File: src/sv/bfir_pkg.sv
// Shared types and constants of the block FIR filter.
// No dependencies; used by every module of the block.
package bfir_pkg;

	// Default sizes of the filter.
	localparam int TAPS_DEF       = 64;
	localparam int DATA_WIDTH_DEF = 16;

	// Fixed field widths of the interface.
	localparam int TAP_W = 6;
	localparam int CFG_W = 7;

	// Item codes.
	typedef enum logic {
		OP_LOAD   = 1'b0,
		OP_FILTER = 1'b1
	} opcode_t;

	// Control part of a beat as it travels down the cell row.
	typedef struct packed {
		logic             valid;
		opcode_t          opcode;
		logic [TAP_W-1:0] tap;
		logic             last;
	} ctl_t;

endpackage

File: src/sv/bfir_cell.sv
// One tap of the systolic FIR row: coefficient, one history sample, one multiplier.
// Depends on bfir_pkg.
module bfir_cell #(
	parameter int DATA_WIDTH = bfir_pkg::DATA_WIDTH_DEF,
	parameter int SUM_W      = 2 * bfir_pkg::DATA_WIDTH_DEF + 8,
	parameter int NT_W       = bfir_pkg::CFG_W,
	parameter int IDX        = 0
) (
	input  logic                      clk,
	input  logic                      arst_n,
	input  logic                      advance,
	input  logic [NT_W-1:0]           num_taps,
	input  bfir_pkg::ctl_t            ctl_in,
	input  logic [DATA_WIDTH-1:0]     xd_in,
	input  logic [SUM_W-1:0]          sum_in,
	input  logic [2*DATA_WIDTH-1:0]   prod_in,
	output bfir_pkg::ctl_t            ctl_s1,
	output logic [DATA_WIDTH-1:0]     xd_s1,
	output logic [SUM_W-1:0]          sum_s1,
	output logic [2*DATA_WIDTH-1:0]   prod_s1
);
	import bfir_pkg::*;

	localparam int PROD_W = 2 * DATA_WIDTH;

	logic                         is_sample;
	logic                         is_load_hit;
	logic                         active;
	logic signed [DATA_WIDTH-1:0] coef_q;
	logic [DATA_WIDTH-1:0]        prev_q;
	logic signed [PROD_W-1:0]     mult;
	logic [PROD_W-1:0]            prod_d;

	// Decode the beat held at this cell's input.
	assign is_sample   = ctl_in.valid && (ctl_in.opcode == OP_FILTER);
	assign is_load_hit = ctl_in.valid && (ctl_in.opcode == OP_LOAD) &&
		(int'(ctl_in.tap) == IDX);
	assign active      = (int'(num_taps) > IDX);

	// Product of this tap; taps beyond the count in use contribute nothing.
	assign mult   = $signed(coef_q) * $signed(xd_in);
	assign prod_d = active ? mult : '0;

	// Control stage and the history sample held by this cell.
	always_ff @(posedge clk or negedge arst_n) begin
		if (!arst_n) begin
			ctl_s1 <= '0;
			prev_q <= '0;
		end else if (advance) begin
			ctl_s1 <= ctl_in;
			if (is_sample) begin
				prev_q <= ctl_in.last ? '0 : xd_in;
			end
		end
	end

	// Data stage: the sample moves on one place older, the sum takes the
	// product of the previous cell, and a load beat writes its coefficient.
	always_ff @(posedge clk) begin
		if (advance) begin
			xd_s1   <= is_sample ? prev_q : xd_in;
			sum_s1  <= sum_in + {{(SUM_W-PROD_W){prod_in[PROD_W-1]}}, prod_in};
			prod_s1 <= prod_d;
			if (is_load_hit) begin
				coef_q <= xd_in;
			end
		end
	end

endmodule

File: config.mk
export PLATFORM = sky130hd
export DESIGN_NAME = bfir_cell
export DESIGN_NICKNAME = d
export VERILOG_FILES = /design/src/sv/bfir_pkg.sv /design/src/sv/bfir_cell.sv
export SDC_FILE = /design/constraint.sdc
export NUM_CORES = 1
export LEC_CHECK = 0
export BUFFER_PORTS_ARGS = -buffer_cell sky130_fd_sc_hd__buf_2
export CORE_MARGIN = 2
export CORE_UTILIZATION = 52
export DETAILED_ROUTE_END_ITERATION = 10
export MAX_ROUTING_LAYER = met4
export PLACE_DENSITY = 0.8
export SYNTH_ARGS = -nofsm -noshare
export SYNTH_HDL_FRONTEND = slang
export SYNTH_SLANG_ARGS = --single-unit
File: constraint.sdc
create_clock -name clk -period 5.9 [get_ports clk]
set_input_delay 0.59 -clock clk [delete_from_list [all_inputs] [get_ports clk]]
set_output_delay 0.59 -clock clk [all_outputs]
set_load 0.005 [all_outputs]
# Yosys cells after proc, flatten, opt, wreduce, memory -nomap -nowiden
# Index checks and enable logic that the tools add are counted.
[classes]
magnitude_cmp = 1
addsub = 1
n_bitwise = 1
reduce_logical = 6
n_mux = 2
mul = 1
[ops]
columns = ["op", "n"]
rows = [
  ["$add 40x40->40", 1],
  ["$mul 16x16->32", 1],
  ["$mux 16", 2],
  ["$gt 7x1->1 const B", 1],
  ["$logic_not 6->1", 1],
  ["$reduce_and 2->1", 2],
  ["$logic_and 1x1->1", 3],
  ["$not 1->1", 1],
]
[word_totals]
ff_bits = 129
output_inout_bits = 97
inputBits = 107

# Logic depth before layout (Yosys ltp)
[depth]
depth_word = 4
depth_mapped = 24
ltp_nobuf = 22

# Worst setup path before layout
# OpenSTA, ideal clock, no wires.
[synth_timing]
path_type = "input port to flip-flop"
start = "input port xd_in[7]"
end = "register prod_s1[28], data pin"
required_ns = 5.634
slack_ns = -0.556
cell_stages = 24
path_buffers = 2
t_arrival_ns = 6.190
path_cell_list = "clkbuf_1 > clkbuf_1 > nand2_1 > fa_1 > inv_1 > fa_1 > inv_1 > fa_1 > inv_1 > fa_1 > fa_1 > inv_1 > fa_1 > inv_1 > ha_1 > a21o_1 > a21oi_1 > o21ai_0 > a211oi_1 > a21oi_1 > a2111oi_0 > nor3_1 > xnor2_1 > nor2_1"
[synth_between]
elab_chain_len = 1
[synth_lines]
columns = ["element", "line", "source"]
rows = [
  ["start, declared", "bfir_cell.sv:14", "input logic [DATA_WIDTH-1:0] xd_in,"],
  ["$mul 16x16->32", "bfir_cell.sv:41", "assign mult = $signed(coef_q) * $signed(xd_in);"],
  ["end signal, assigned", "bfir_cell.sv:63", "prod_s1 <= prod_d;"],
  ["end, declared", "bfir_cell.sv:20", "output logic [2*DATA_WIDTH-1:0] prod_s1"],
]
# Every way passes these cells.
# A chain may end at the register's enable or synchronous reset.

# Final worst setup path
[layout_timing]
start = "register coef_q[5]"
end = "register prod_s1[25], data pin"
[layout_between]
elab_chain_len = 1
[layout_lines]
columns = ["element", "line", "source"]
rows = [
  ["start, declared", "bfir_cell.sv:29", "logic signed [DATA_WIDTH-1:0] coef_q;"],
  ["start signal, assigned", "bfir_cell.sv:65", "coef_q <= xd_in;"],
  ["$mul 16x16->32", "bfir_cell.sv:41", ""],
]
# Every way passes these cells.

==> run metrics <==
htree depth 4; outcome finished with violations; commonest cells after routing, fill and taps aside inv_1 (277), fa_1 (252), buf_2 (202), nand2_1 (158), buf_4 (148); die height 181 um; maximum clock path buffer count 2; critical path depth 21; crit path kind flip-flop to flip-flop; share of post-route cells with drive strength above 1 ~28%; Top FF cell, synth edfxtp_1; Crit. Startpoint coef_q[5]; DR WL/cell about 18 um; multi-input combinational cell area 11900 um^2; grt ovf 0; Max-slew headroom 31.9%; Critical R2R Capture prod_s1[25]; DIE AREA 32900 um^2; post-route cell area 20300 um^2; Yosys warnings 0; vias in the first global route 13700; final hold viol count 0; Syn Nets 2104; MaxCap Viol Count 0; initial antenna violation count 4; RSZ-0062 raised after global routing yes; Post-Syn Instances 1613; max incr delay on CP 0.57 ns; DRC marker count from the first detailed-route iteration 773; worst-path maximum fanout 4; area delta synth->final 24.2%; worst r2r src coef_q[5]; Setup WS post-layout -0.327 ns; Pins Over Slew Limit 0; R2R cell count 21; dpl cell area about 19000 um^2; pwr dens 563 nW/um^2; Leakage 9.85 nW; Fmax achieved 0.161 GHz; CP endpoint kind flip-flop; commonest non-fill, non-tap cell in the layout inv_1; Ports just over 200; fin crit share 106%; Bufs and invs on worst path 4; Max stage delay cell, worst path fa_1; final setup fails 9; Async SR Flop Fraction 19.4%; final HPWL from detailed placement 33.1 mm; Mapped Area 16300 um^2; largest net degree at the start of global routing 56; TritonCTS buffer count 17; first-pass GRT wire length between 60 and 70 mm; CP Launch Type flip-flop; Hold Crit Class input port to async pin; failing checks setup timing; CTS tree done; Synth cell types 66; clk_lat worst skew 0.44 ns; syn_area_per_cell 10.1 um^2; post-layout util between 60% and 70%; sequential-to-total area share from yosys stat 22.9%; drt via density 5.37; Chip Width 181 um; worst reg2reg setup slack -0.33 ns; GPL Wtd Cong 0.931; cells along the critical path buf_6, and2_4, fa_1, inv_2, fa_2, fa_1, fa_1, inv_1, fa_1, fa_1, ha_4, and2_4, o311ai_4, or4_4, nand4_1, buf_4, and3_4, o21ai_2, nor2b_4, xor2_1, nor2_1; clock skew 0.0111 ns; routed via count 12800; Total Routing Usage GR 26.9%; Starting Density 53.2%; fillers between 2000 and 2500; Worst-Margin Slew 1.02 ns; core area 30700 um^2; Setup TNS Final -2.08 ns; register area 3750 um^2; CTS root buf clkbuf_16; Post-CTS Hold Buffers 0; Final Critical Period between 6 and 7 ns; Crit path max-delay family adder cells; first-pass iteration count of the detailed router 7; fin nets 2455; #FFs+latches synth 129; FP Rows 64; WP data required 6.08 ns; port bufs slightly above 200; maximum vdd drop roughly 550 uV; DRC Markers 0; most used cell, CP fa_1; Clock Sinks 129; Worst Path Arrival between 6 and 7 ns; Place WS -0.682 ns; final WL about 42 mm; clk slew on worst S/H paths 0.07 ns; Post-synth EDFFs ~100; post-route ant nets 0
[per-stage QoR]
stage | total power, mW | instances | hold WS, ns
5_1_grt | 12.4 | 2376 | 0.213
3_3_place_gp | 8.53 | 2308 | 0.460
6_report | 11.4 | 2376 | 0.178
4_1_cts | 10.8 | 2361 | 0.180
2_1_floorplan | 6.38 | 1613 | 0.294
3_5_place_dp | 8.80 | 2308 | 0.470
[report_power, final]
group	internal, mW	leakage, nW	total, mW	switching [mW]
sequential	1.45	1.32	1.50	0.0482
clock	0.669	0.292	1.14	0.469
combinational	4.43	8.23	8.80	4.36
total	6.56	9.85	11.4	4.88
[layer usage]
layer  vias to the layer above  wire (um)  global-route usage [%]
met3                        89       3030                    5.89
met4                         0       1160                    7.84
li1                       5854          -                       -
met5                         -          0                       -
met2                       489      21800                    46.3
met1                      6320      16300                    31.8
[what timing repair did]
item,CTS,global route
pin swaps,33,20
resized for setup,66,50
setup endpoints to repair,8,13
buffers inserted,22,12
[worst max-delay path by stage]
stage	slack, ns	endpoint
final	-0.33	prod_s1[25]
after CTS	-0.23	prod_s1[31]
after detailed placement	-0.68	prod_s1[28]
after global placement	-0.56	prod_s1[28]
after global routing	-0.49	prod_s1[25]
after floorplan	-0.02	prod_s1[31]
[sequential cells by signal, indices dropped and copies added, names as in the netlist]
signal   count
sum_s1      40
prod_s1     32
coef_q      16
prev_q      16
xd_s1       16
ctl_s1       9
[kinds of logic after synthesis]
family | synth area share, %
and+or+nand+nor | 14.3
adders and majority gates | 41.5
buffers and inverters | 7.85
AOI/OAI and AO/OA | 8.03
DFF | 22.9
xor gates and xnor gates | 3.64
muxes | 1.78
[Yosys cell counts, types with 2 or more instances]
cell type / number / area share, %
inv_1: 293 / 6.7
fa_1: 263 / 32
nand2_1: 167 / 3.8
and2_1: 129 / 4.9
ha_1: 121 / 9.3
edfxtp_1: 104 / 19
nor2_1: 72 / 1.7
a21oi_1: 48 / 1.5
clkbuf_1: 48 / 1.1
xnor2_1: 45 / 2.4
o21ai_0: 31 / 0.95
a21o_1: 30 / 1.4
dfrtp_1: 25 / 3.8
mux2_2: 25 / 1.7
xor2_1: 23 / 1.2
nand2b_1: 22 / 0.84
o21ai_1: 14 / 0.43
nand3_1: 13 / 0.40
nor2b_1: 13 / 0.50
a211oi_1: 12 / 0.55
and3_1: 12 / 0.46
nor3_1: 12 / 0.37
o21a_1: 10 / 0.46
a31oi_1: 9 / 0.34
o21bai_1: 8 / 0.37
nand4_1: 5 / 0.19
or4_1: 5 / 0.23
a211o_1: 3 / 0.16
a311oi_1: 3 / 0.16
nor4_1: 3 / 0.11
o31a_1: 3 / 0.16
a2111o_1: 2 / 0.14
a2111oi_0: 2 / 0.11
a21oi_2: 2 / 0.11
and4_1: 2 / 0.11
nor4b_1: 2 / 0.11
o211a_1: 2 / 0.12
o31ai_1: 2 / 0.092
[area by class of cell]
type / instances / area share [%]
flip-flops and latches: 129 / 18.5
well taps: 396 / 2.44
clock inverters: 14 / 0.882
clock buffers: 17 / 2.10
repair buffers: 381 / 12.2
multi-input cells: 1142 / 58.4
inverters: 293 / 5.42
diodes: 4 / 0.0493
Note: power is estimated with default switching activity, not from simulation.
