$ cat src/sv/bfir_pkg.sv
// Shared types and constants of the block FIR filter.
// No dependencies; used by every module of the block.
package bfir_pkg;

	// Default sizes of the filter.
	localparam int TAPS_DEF       = 64;
	localparam int DATA_WIDTH_DEF = 16;

	// Fixed field widths of the interface.
	localparam int TAP_W = 6;
	localparam int CFG_W = 7;

	// Item codes.
	typedef enum logic {
		OP_LOAD   = 1'b0,
		OP_FILTER = 1'b1
	} opcode_t;

	// Control part of a beat as it travels down the cell row.
	typedef struct packed {
		logic             valid;
		opcode_t          opcode;
		logic [TAP_W-1:0] tap;
		logic             last;
	} ctl_t;

endpackage

$ cat src/sv/bfir_tail.sv
// Final accumulate, rounding, saturation and output register of the FIR row.
// Depends on bfir_pkg.
module bfir_tail #(
	parameter int DATA_WIDTH = bfir_pkg::DATA_WIDTH_DEF,
	parameter int SUM_W      = 2 * bfir_pkg::DATA_WIDTH_DEF + 8
) (
	input  logic                    clk,
	input  logic                    arst_n,
	input  bfir_pkg::ctl_t          ctl_in,
	input  logic [SUM_W-1:0]        sum_in,
	input  logic [2*DATA_WIDTH-1:0] prod_in,
	input  logic                    out_stall,
	output logic                    out_valid,
	output logic [DATA_WIDTH-1:0]   filtered_sample,
	output logic                    saturated,
	output logic                    block_end,
	output logic                    hold
);
	import bfir_pkg::*;

	localparam int PROD_W = 2 * DATA_WIDTH;
	localparam int FRAC   = DATA_WIDTH - 1;
	localparam int RW     = SUM_W - FRAC;

	logic                  is_sample;
	logic                  take;
	logic                  out_valid_q;
	logic [SUM_W-1:0]      total;
	logic [RW-1:0]         rnd;
	logic                  fits;
	logic [DATA_WIDTH-1:0] sat_val;

	// The half LSB entered at the head of the row, so a floor shift rounds.
	assign total   = sum_in + {{(SUM_W-PROD_W){prod_in[PROD_W-1]}}, prod_in};
	assign rnd     = total[SUM_W-1:FRAC];
	assign fits    = (&rnd[RW-1:DATA_WIDTH-1]) || !(|rnd[RW-1:DATA_WIDTH-1]);
	assign sat_val = rnd[RW-1] ? {1'b1, {(DATA_WIDTH-1){1'b0}}}
		: {1'b0, {(DATA_WIDTH-1){1'b1}}};

	// Only sample beats produce a result; load beats and bubbles drop here.
	assign is_sample = ctl_in.valid && (ctl_in.opcode == OP_FILTER);
	assign take      = is_sample && (!out_valid_q || !out_stall);
	assign hold      = is_sample && out_valid_q && out_stall;
	assign out_valid = out_valid_q;

	// Output beat valid.
	always_ff @(posedge clk or negedge arst_n) begin
		if (!arst_n) begin
			out_valid_q <= 1'b0;
		end else if (take) begin
			out_valid_q <= 1'b1;
		end else if (!out_stall) begin
			out_valid_q <= 1'b0;
		end
	end

	// Output payload.
	always_ff @(posedge clk) begin
		if (take) begin
			filtered_sample <= fits ? rnd[DATA_WIDTH-1:0] : sat_val;
			saturated       <= !fits;
			block_end       <= ctl_in.last;
		end
	end

endmodule

$ cat config.mk
export PLATFORM = sky130hd
export DESIGN_NAME = bfir_tail
export DESIGN_NICKNAME = d
export VERILOG_FILES = /design/src/sv/bfir_pkg.sv /design/src/sv/bfir_tail.sv
export SDC_FILE = /design/constraint.sdc
export NUM_CORES = 1
export LEC_CHECK = 0
export ABC_AREA = 0
export BUFFER_PORTS_ARGS = -buffer_cell sky130_fd_sc_hd__buf_2
export CORE_AREA = 2 2 77 86
export CTS_CLUSTER_SIZE = 20
export DETAILED_ROUTE_END_ITERATION = 8
export DIE_AREA = 0 0 79 88
export HOLD_SLACK_MARGIN = 0.06
export PLACE_DENSITY = 0.81
export SYNTH_ARGS = -nofsm -noshare
export SYNTH_HDL_FRONTEND = slang
export SYNTH_SLANG_ARGS = --single-unit
$ cat constraint.sdc
create_clock -name clk -period 5.28 [get_ports clk]
set_clock_uncertainty 0.2 [all_clocks]
set_input_delay 1.32 -clock clk [delete_from_list [all_inputs] [get_ports clk]]
set_output_delay 1.32 -clock clk [all_outputs]
set_load 0.02 [all_outputs]
# Word level (Yosys, flattened, before mapping)
# Cells that the tools add are included.
totals:
  out_inout_bits: 20
  reg_bits: 19
  inputBits: 84
op_classes:
  add_sub_neg: 1
  muxes: 4
  reduce_logical: 12
  n_eq_ne: 1
ops:
  columns: ["cell", "n"]
  rows:
  - ["$add 40x40->40", 1]
  - ["$mux 16", 2]
  - ["$reduce_and 10->1", 1]
  - ["$reduce_or 10->1", 1]
  - ["$logic_and 1x1->1", 4]
  - ["$logic_not 1->1", 4]
  - ["$logic_or 1x1->1", 2]
  - ["$mux 1", 2]
  - ["$ne 2x1->1 const B", 1]

# Depth between registers and ports, before layout
# Gate-level depths: netlist of run 1.
depth:
  word_depth: 5
  mapped_depth: 13

# Worst setup path before layout of run 1
# OpenSTA, ideal clock, no wires.
synth_timing:
  path_type: "input to register"
  start: "input port sum_in[26]"
  end: "register filtered_sample[10], data pin"
  cell_stages: 13
  n_path_buf: 2
  path_slack_ns: 1.122
  required_ns: 4.813
  setup_ns: 0.267
  t_arrival_ns: 3.691
  path_cell_list: "ha_1 -> buf_2 -> nand2_1 -> o21ai_1 -> a32oi_1 -> nand3_2 -> a221oi_1 -> o21ai_2 -> xnor2_1 -> nand2_1 -> o31ai_4 -> buf_8 -> a21oi_2"
synth_via:
  elab_chain_len: 5
  elab_cells_between_ends: 7
  classes_between: "1 x add/sub; 2 x mux; 4 x reduce/logical"
synth_rtl:
  columns: ["element", "line_no", "source"]
  rows:
  - ["start, declared", "bfir_tail.sv:10", "input logic [SUM_W-1:0] sum_in,"]
  - ["$add 40x40->40 (*)", "bfir_tail.sv:34", "assign total = sum_in + {{(SUM_W-PROD_W){prod_in[PROD_W-1]}}, prod_in};"]
  - ["$reduce_or 10->1", "bfir_tail.sv:36", "assign fits = (&rnd[RW-1:DATA_WIDTH-1]) || !(|rnd[RW-1:DATA_WIDTH-1]);"]
  - ["$logic_not 1->1", "bfir_tail.sv:36", null]
  - ["$logic_or 1x1->1", "bfir_tail.sv:36", null]
  - ["$mux 16 (*)", "bfir_tail.sv:60", "filtered_sample <= fits ? rnd[DATA_WIDTH-1:0] : sat_val;"]
  - ["end signal, assigned", "bfir_tail.sv:60", null]
  - ["end, declared", "bfir_tail.sv:14", "output logic [DATA_WIDTH-1:0] filtered_sample,"]
# Mark *: on every way between the ends. The rest lies on a longest branch, timed or not.
# A chain may end at the register's enable or synchronous reset.

# Final worst setup path of run 1
layout_timing:
  start: "input port prod_in[31]"
  end: "register filtered_sample[14], data pin"
layout_via:
  elab_chain_len: 5
  elab_cells_between_ends: 7
  classes_between: "1 x add/sub; 2 x mux; 4 x reduce/logical"
layout_rtl:
  columns: ["element", "line_no", "source"]
  rows:
  - ["start, declared", "bfir_tail.sv:11", "input logic [2*DATA_WIDTH-1:0] prod_in,"]
  - ["$add 40x40->40 (*)", "bfir_tail.sv:34", null]
  - ["$reduce_or 10->1", "bfir_tail.sv:36", null]
  - ["$logic_not 1->1", "bfir_tail.sv:36", null]
  - ["$logic_or 1x1->1", "bfir_tail.sv:36", null]
  - ["$mux 16 (*)", "bfir_tail.sv:60", null]
# Marked as above.

==> run_results.csv, run 1 <==
group,metric,value,unit
synthesis,synth-edff-count,18,
clock_network,cts_buffers,3,
timing,min_period,4470,ps
clock_network,cts-root-buf,"clkbuf_8",
floorplan,die_area,0.00695,mm2
setup_path,cp-start-kind,"primary input",
detailed_routing,ant_nets,0,
floorplan,num_io_pins,104,
synthesis,yosysMostFrequentCell,"a21oi_1",
clock_network,clk-insertion-delay-late,260,ps
setup_path,crit_required,5190,ps
detailed_routing,wl_per_cell,13.9,um
detailed_routing,first_iter_violations,189,
timing,maxSlewHeadroom,62.1,%
layout,layout-drive-gt1-share,32.7,%
floorplan,start_util,48.8,%
synthesis,yosys_warnings,0,
synthesis,synthCells,351,
setup_path,cp.arrival,4380,ps
detailed_routing,remaining_drc_errors,0,
synthesis,synth_common_cells,"a21oi_1, nand2_1, ha_1",
run_status,status,"completed",
placed_design,place.gp.congestion,0.923,
detailed_routing,wl,7210,um
clock_network,cts.sinks,19,
timing,rsz0062_at_grt,"false",
clock_network,cts_tree,"built",
power,peakVddDrop,0.123,mV
synthesis,async_reset_ff_share,5.26,%
synthesis,synth-seq-cells,19,
placed_design,io_buffers,97,
synthesis,synth_area,0.00297,mm2
synthesis,ys_types,64,
global_route,grt_max_degree,19,
placed_design,placed_cells,516,
synthesis,synth_top_area_share,18.2,%
clock_network,postCtsResizedCells,0,
global_route,overflow,0,
setup_path,crit_type,"in -> reg",
global_route,grt_pass1_vias,2769,
detailed_routing,drtPass1Iterations,5,
timing,worst_slew_pin_slew,566,ps
timing,fmax,224,MHz
power,power_density,196,mW/mm2
floorplan,die_w,79,um
clock_network,cts_setup_buffers,0,
synthesis,avgSynthCellArea,8.45,um2
timing,fin_crit_sh,84.7,%
layout,nets,563,
floorplan,rows,30,
placed_design,hpwl,6120,um
floorplan,die_h,88,um
synthesis,seq_area_frac_synth,19.1,%
run,maxCapViolCount,0,
layout,antenna_cells,0,
timing,hold_viol_final,0,
detailed_routing,dr_total_vias,3038,
worst_hold_path,hp-class,"reg -> reg",
synthesis,yosysTopAreaCell,"edfxtp_1",
detailed_routing,via_per_inst,5.84,
global_route,antenna_found_initial,0,
synthesis,synthFlopType,"edfxtp_1",
floorplan,core_area,0.00608,mm2
clock_network,clk_pin_slew,60,ps
synthesis,netlist_top_cells_area,"edfxtp_1, ha_1, a21oi_1",
clock_network,cts_hold_buf,0,
clock_network,cts_buffer_depth,2,
timing,setup_tns,0,ps
timing,drv_slew,0,
layout,stdcell_count,520,
clock_network,htreeDepth,1,
layout,area_delta_synth_final,19.3,%
setup_path,end_kind,"register",
power,p_leak,1.58,nW
timing,setup_viol,0,
global_route,grt_pass1_wl,11900,um
synthesis,synth_nets,473,
setup_path,cp_max_fo,11,
global_route,grtUsageTotal,20.7,%
cell type report:
class                      instances  area, um2
tap                               80        100
multi-input combinational        309       2290
clock buffer                       3       41.3
inverter                           9       33.8
sequential                        19        566
timing repair buffer              99        500
clock inverter                     1       5.00
fill                             570       2540
routing by layer:
layer	part of all wire, %	wire length [um]	global-route usage, %
met1	42	3020	25.6
met2	50	3570	37.4
met3	6.4	463	1.86
met4	2.2	160	7.68
met5	0	0	0
report_power, final:
group | internal [mW] | switching, mW | total, mW
clock network | 0.0525 | 0.0454 | 0.0979
logic | 0.159 | 0.245 | 0.404
registers | 0.188 | 0.00239 | 0.190
total | 0.400 | 0.292 | 0.692
cell families (layout without fill, tap and decap cells):
group / count (synthesis) / count (layout) / share of synthesized area [%]
adder cells (fa/ha/maj): 38 / 38 / 16.0
AO/OA/AOI/OAI: 119 / 119 / 27.9
XOR/XNOR: 20 / 20 / 7.05
multiplexers: 3 / 3 / 1.14
AND/OR/NAND/NOR: 129 / 129 / 25.1
flip-flops: 19 / 19 / 19.1
buffers and inverters: 23 / 112 / 3.67
placed cells by master, fill, tap and decap left out, drive strengths merged, types with 8 or more instances in the layout:
cell type / netlist / final
nor2: 25 / 25
inv: 9 / 9
ha: 38 / 38
a21oi: 52 / 52
nand2: 39 / 39
buf: 10 / 99
o21ai: 23 / 23
xnor2: 12 / 12
nand3: 21 / 21
xor2: 8 / 8
edfxtp: 18 / 18
nand4: 15 / 15
nor3: 8 / 8
per-stage QoR:
step | utilization (%) | hold slack (ps) | cell area [um2] | worst slack [ps] | total power [mW]
detailed placement | 57.4 | 332 | 3490 | 599 | 0.591
floorplan | - | 416 | 2970 | 1120 | 0.498
CTS | 58.2 | 347 | 3540 | 844 | 0.689
global route | 58.2 | 398 | 3540 | 598 | 0.741
global placement | 57.4 | 293 | 3490 | 678 | 0.581
finish | 58.2 | 329 | 3540 | 809 | 0.692
critical path, cell delays in order:
cell and delay, ps:
buf_2 170, ha_1 490, nand4_2 230, nor4_4 460
a32oi_1 140, nand3_2 130, mux2_1 340, a211oi_2 190
nand2_1 130, nor4_4 410, a21oi_4 200, a21oi_1 170
flip-flops by register name, indices dropped and copies added, names as in the netlist:
register and count:
out_valid 1, saturated 1, block_end 1, filtered_sample 16
path summary, 6_finish.rpt:
path | startpoint | endpoint | slack (ps) | depth (start not counted)
max | prod_in[31] | filtered_sample[14] | 810 | 12
max in group asynchronous | arst_n | out_valid | 4180 | 1
min reg2reg | out_valid | out_valid | 330 | 2
max reg2reg | out_valid | block_end | 4000 | 2
min | out_valid | out_valid | 330 | 2
min in group asynchronous | arst_n | out_valid | 620 | 1
(Power assumes the default switching activity.)
==> inputs of run 2 (changes only) <==
==> config.mk (replaced) <==
export PLATFORM = sky130hd
export DESIGN_NAME = bfir_tail
export DESIGN_NICKNAME = d
export VERILOG_FILES = /design/src/sv/bfir_pkg.sv /design/src/sv/bfir_tail.sv
export SDC_FILE = /design/constraint.sdc
export NUM_CORES = 1
export LEC_CHECK = 0
export ABC_AREA = 1
export BUFFER_PORTS_ARGS = -buffer_cell sky130_fd_sc_hd__buf_2
export CORE_AREA = 2 2 86 96
export CTS_CLUSTER_SIZE = 20
export DETAILED_ROUTE_END_ITERATION = 8
export DIE_AREA = 0 0 88 98
export HOLD_SLACK_MARGIN = 0.06
export PLACE_DENSITY = 0.8
export SYNTH_ARGS = -nofsm -noshare
export SYNTH_HDL_FRONTEND = slang
export SYNTH_SLANG_ARGS = --single-unit
==> constraint.sdc (replaced) <==
create_clock -name clk -period 3.9 [get_ports clk]
set_clock_uncertainty 0.2 [all_clocks]
set_input_delay 0.975 -clock clk [delete_from_list [all_inputs] [get_ports clk]]
set_output_delay 0.975 -clock clk [all_outputs]
set_load 0.02 [all_outputs]
==> run 2 against run 1 <==
Against the previous run: wire length is 43% higher; sequential power is 31% higher; cell count is 68% higher; core utilization is 2.0 points lower; hold slack worse by 45 ps; combinational power is 37% higher; clock power is 33% higher; sequential cell count stayed put; power is 35% higher; critical path type unchanged; critical endpoint is now filtered_sample[13]; largest cell class unchanged.
==> run_results.csv, run 2 <==
group,metric,value,unit
clock_network,clk_pin_slew,60,ps
synthesis,synthCells,663,
floorplan,die_w,88,um
timing,setup_viol,0,
synthesis,synth_nets,785,
placed_design,io_buffers,97,
layout,largest_reg_flops,16,
setup_path,worstRegToRegCells,2,
layout,area_delta_synth_final,18.1,%
floorplan,num_io_pins,104,
synthesis,yosysMostFrequentCell,"nand2_1",
synthesis,synth_mux_area_share,0,%
clock_network,cts-root-buf,"clkbuf_8",
setup_path,max_stage_delay,360,ps
floorplan,rows,34,
power,peakVddDrop,0.0937,mV
detailed_routing,remaining_drc_errors,0,
floorplan,start_util,47.6,%
run_status,status,"completed",
global_route,grt_max_degree,19,
detailed_routing,via_per_inst,4.91,
timing,rsz0062_at_grt,"false",
layout,stdcell_count,873,
setup_path,crit_required,3700,ps
synthesis,synth_compound_area_share,8.26,%
floorplan,die_h,98,um
timing,fmax,277,MHz
setup_path,crit_type,"in -> reg",
synthesis,async_reset_ff_share,5.26,%
detailed_routing,first_iter_violations,183,
timing,setup_tns,0,ps
layout,nets,888,
global_route,grt_pass1_wl,17000,um
layout,antenna_cells,0,
floorplan,core_area,0.00770,mm2
setup_path,crit_slowest_cell,"ha_1",
synthesis,ys_types,30,
synthesis,synthFlopType,"edfxtp_1",
timing,holdWs,284,ps
detailed_routing,dr_total_vias,4290,
synthesis,synth_fa_ha_area_share,13.0,%
layout,top_register,"filtered_sample",
layout,stdcell_area,0.00433,mm2
synthesis,synth_common_cells,"nand2_1, inv_1, nor2_1",
clock_network,cts_hold_buf,0,
layout,layout_commonest_cell,"nand2_1",
global_route,overflow,0,
detailed_routing,ant_nets,0,
floorplan,die_area,0.00862,mm2
run,maxCapViolCount,0,
power,p_leak,2.58,nW
placed_design,place.gp.congestion,1.03,
clock_network,cts_buffers,3,
clock_network,postCtsResizedCells,0,
setup_path,crit_path_cell_trace,"buf_2 > ha_1 > nand2_1 > inv_1 > nand2_1 > nand2_1 > nand2_1 > nand2_1 > a21oi_1 > nand3_1 > nand2_1 > nand3_1 > nor2_1 > nand3_2 > nand3_2 > nand2_1",
synthesis,avgSynthCellArea,5.53,um2
clock_network,htreeDepth,1,
global_route,grt_pass1_vias,3953,
timing,maxSlewHeadroom,75.5,%
setup_path,cp_max_fo,15,
placed_design,placed_cell_area,0.00428,mm2
timing,worst_slew_pin_slew,367,ps
global_route,antenna_found_initial,0,
power,power_density,215,mW/mm2
clock_network,cts_buffer_depth,2,
timing,min_period,3610,ps
placed_design,placed_cells,869,
synthesis,netlist_top_cells_area,"nand2_1, edfxtp_1, ha_1",
synthesis,synth_area,0.00367,mm2
synthesis,synth-edff-count,18,
synthesis,synth_top_area_share,29.7,%
timing,drv_slew,0,
worst_hold_path,hp-class,"in -> async",
setup_path,cp-start-kind,"primary input",
synthesis,yosysTopAreaCell,"nand2_1",
placed_design,hpwl,9200,um
clock_network,clk-insertion-delay-late,250,ps
setup_path,crit_path_frequent_cell,"nand2_1",
clock_network,cts_tree,"built",
synthesis,synth_simple_gate_area_share,46.9,%
detailed_routing,wl,10300,um
layout,finalCoreUtilization,56.2,%
timing,fin_crit_sh,92.7,%
timing,fin_ws,285,ps
power,totalPowerFinal,0.932,mW
synthesis,seq_area_frac_synth,15.4,%
detailed_routing,drtPass1Iterations,6,
clock_network,cts_setup_buffers,0,
synthesis,synth_top_family_by_area,"simple AND/OR/NAND/NOR gates",
setup_path,end_kind,"register",
clock_network,cts.sinks,19,
detailed_routing,wl_per_cell,11.8,um
layout,final_cell_mix,"nand2_1, inv_1, buf_2, nor2_1, nand3_1",
synthesis,synth-seq-cells,19,
layout,layout-drive-gt1-share,16.5,%
synthesis,yosys_warnings,0,
placed_design,dpl_worst_slack,81.2,ps
timing,hold_viol_final,0,
global_route,grtUsageTotal,24.2,%
setup_path,cp.arrival,3410,ps
synthesis,synth-xor-area-share,3.82,%
==> run 2: layout make-up <==
type	instances	area, um2
sequential	19	566
tap	108	135
inverter	116	435
fill	840	3370
multi-input combinational	526	2640
clock buffer	4	45.0
timing repair buffer	100	508
==> run 2: per-layer routing <==
layer	vias to the layer above	share of wire, %	GRT usage (%)	wire [um]
li1	2270	-	-	-
met1	1873	47	32.1	4850
met2	129	47	41.8	4820
met3	18	4.4	1.35	452
met4	0	1.8	7.34	187
met5	-	0	0	0
==> run 2: logic make-up after synthesis <==
kind of cell    after synthesis
simple gates                417
buf+inv                     118
fa+ha+maj                    38
compound gates               55
xor+xnor                     16
flops                        19
==> run 2: path summary, 6_finish.rpt <==
check / start / endpoint / slack [ps]
min reg2reg: out_valid / out_valid / 330
min in group clk: out_valid / out_valid / 330
max in group asynchronous: arst_n / out_valid / 3130
max: sum_in[18] / filtered_sample[13] / 290
max reg2reg: out_valid / filtered_sample[13] / 2610
min: arst_n / out_valid / 280
==> run 2: worst max-delay path: cells and delay by family <==
family,cells,cell delay [ps]
AOI/OAI and AO/OA,1,310
adders and majority gates,1,360
buffers and inverters,2,160
and+or+nand+nor,12,1580
==> run 2: power breakdown <==
group / leakage (nW) / internal (mW) / switching [mW]
clock: 0.0228 / 0.0725 / 0.0571
sequential: 0.180 / 0.245 / 0.00289
combinational: 2.38 / 0.200 / 0.354
==> inputs of run 3 (changes only) <==
--- a/config.mk
+++ b/config.mk
@@ -7,10 +7,11 @@
 export LEC_CHECK = 0
 export ABC_AREA = 1
 export BUFFER_PORTS_ARGS = -buffer_cell sky130_fd_sc_hd__buf_2
-export CORE_AREA = 2 2 86 96
+export CORE_AREA = 2 2 90 92
+export CTS_CLUSTER_DIAMETER = 150
 export CTS_CLUSTER_SIZE = 20
 export DETAILED_ROUTE_END_ITERATION = 8
-export DIE_AREA = 0 0 88 98
+export DIE_AREA = 0 0 92 94
 export HOLD_SLACK_MARGIN = 0.06
 export PLACE_DENSITY = 0.8
 export SYNTH_ARGS = -nofsm -noshare
==> run 3 against run 2 <==
Against the previous run: sequential power about the same; wire length increased by 2.2%; core utilization increased by 0.60 points; sequential share of layout area about the same; fmax increased by 0.38%; hold slack got worse by 3.6 ps; clock power about the same; count of clock-buffer cells in the layout decreased by 1; final area decreased by 0.14%; cell count decreased by 0.69%; register-to-register slack about the same.
==> run_results.csv, run 3 (synthesis gave the netlist of run 2 again) <==
group,metric,value,unit
setup_path,cp_max_fo,15,
global_route,grtUsageTotal,24.6,%
clock_network,cts_hold_buf,0,
placed_design,hpwl,9460,um
run_status,status,"completed",
detailed_routing,ant_nets,0,
clock_network,cts.sinks,19,
global_route,grt_pass1_wl,17300,um
layout,layout-drive-gt1-share,16.6,%
detailed_routing,dr_total_vias,4257,
timing,hold_viol_final,0,
floorplan,die_area,0.00865,mm2
clock_network,cts_buffers,3,
detailed_routing,first_iter_violations,232,
global_route,antenna_found_initial,0,
clock_network,postCtsResizedCells,0,
setup_path,reg2reg_to,"filtered_sample[11]",
timing,holdWs,280,ps
clock_network,cts_tree,"built",
run,maxCapViolCount,0,
worst_hold_path,hp-class,"in -> async",
detailed_routing,remaining_drc_errors,0,
global_route,grt_max_degree,19,
floorplan,num_io_pins,104,
clock_network,clk_pin_slew,60,ps
layout,largest_reg_flops,16,
setup_path,cp.arrival,3400,ps
setup_path,reg2reg_slack,2600,ps
clock_network,cts_buffer_depth,2,
power,power_density,217,mW/mm2
setup_path,worstRegToRegCells,2,
timing,drv_slew,0,
global_route,grt_pass1_vias,3912,
detailed_routing,wl,10500,um
setup_path,rr_startpoint,"out_valid",
floorplan,die_h,94,um
floorplan,start_util,48.2,%
clock_network,htreeDepth,1,
layout,antenna_cells,0,
layout,layout_commonest_cell,"nand2_1",
timing,min_period,3600,ps
placed_design,placed_cell_area,0.00428,mm2
placed_design,io_buffers,97,
power,totalPowerFinal,0.937,mW
placed_design,place.gp.congestion,0.902,
floorplan,die_w,92,um
floorplan,rows,32,
timing,setup_tns,0,ps
timing,fmax,278,MHz
setup_path,crit_required,3700,ps
setup_path,cp-start-kind,"primary input",
timing,setup_viol,0,
detailed_routing,via_per_inst,4.91,
detailed_routing,drtPass1Iterations,5,
timing,fin_crit_sh,92.3,%
global_route,overflow,0,
power,p_leak,2.59,nW
floorplan,core_area,0.00761,mm2
timing,maxSlewHeadroom,73.2,%
layout,area_delta_synth_final,17.9,%
clock_network,clk-insertion-delay-late,260,ps
detailed_routing,wl_per_cell,12.2,um
setup_path,crit_type,"in -> reg",
timing,worst_slew_pin_slew,400,ps
clock_network,cts_setup_buffers,0,
clock_network,cts-root-buf,"clkbuf_8",
timing,rsz0062_at_grt,"false",
layout,top_register,"filtered_sample",
layout,nets,888,
setup_path,end_kind,"register",
layout,stdcell_area,0.00432,mm2
layout,finalCoreUtilization,56.8,%
power,peakVddDrop,0.0894,mV
layout,final_cell_mix,"nand2_1, inv_1, buf_2, nor2_1, nand3_1",
[run 3: worst max-delay path by stage]
stage / start / to / depth (start not counted)
floorplan: sum_in[20] / filtered_sample[10] / 16
detailed placement: prod_in[31] / filtered_sample[10] / 14
global route: prod_in[31] / filtered_sample[14] / 15
global placement: prod_in[31] / filtered_sample[0] / 14
CTS: prod_in[31] / filtered_sample[10] / 14
finish: prod_in[31] / filtered_sample[10] / 15
[run 3: final cells by class]
| class | count | area (um2) |
|---|---|---|
| clock inverters | 1 | 5.00 |
| multi-input cells | 526 | 2640 |
| flip-flops and latches | 19 | 566 |
| fillers | 819 | 3290 |
| inverters | 116 | 435 |
| repair buffers | 100 | 508 |
| clock buffers | 3 | 41.3 |
| well taps | 102 | 128 |
[run 3: where the power goes]
part | leakage (nW) | switching (mW) | internal [mW]
Clock | 0.0255 | 0.0614 | 0.0710
Combinational | 2.38 | 0.356 | 0.200
Sequential | 0.180 | 0.00300 | 0.245
Total | 2.59 | 0.420 | 0.517
[run 3: stage by stage]
step / worst slack [ps] / std cells
final: 299 / 867
after detailed placement: 82.4 / 863
after floorplan: 750 / 663
after global routing: 82.7 / 867
after global placement: 148 / 863
after CTS: 349 / 867
[run 3: routing by layer]
metal  track usage [%]  share of wire (%)  vias to the layer above
met5                 0                  0                        -
met4              4.35                1.1                        0
met3             0.642                5.8                       10
met2              45.3                 47                      132
met1              32.5                 46                     1839
li1                  -                  -                     2276
[run 3: worst max-delay path, cell delays in order]
cell     delay [ps]
buf_2           170
ha_1            440
nand2_1         140
nor2_1          210
nand2_1         110
nor4_1          220
nand2_1         170
nand2_1         110
nand2_1          50
nand2_1          50
nand2_1          50
nor2_1          170
nand3_2         160
nand3_2         270
nand2_1         100
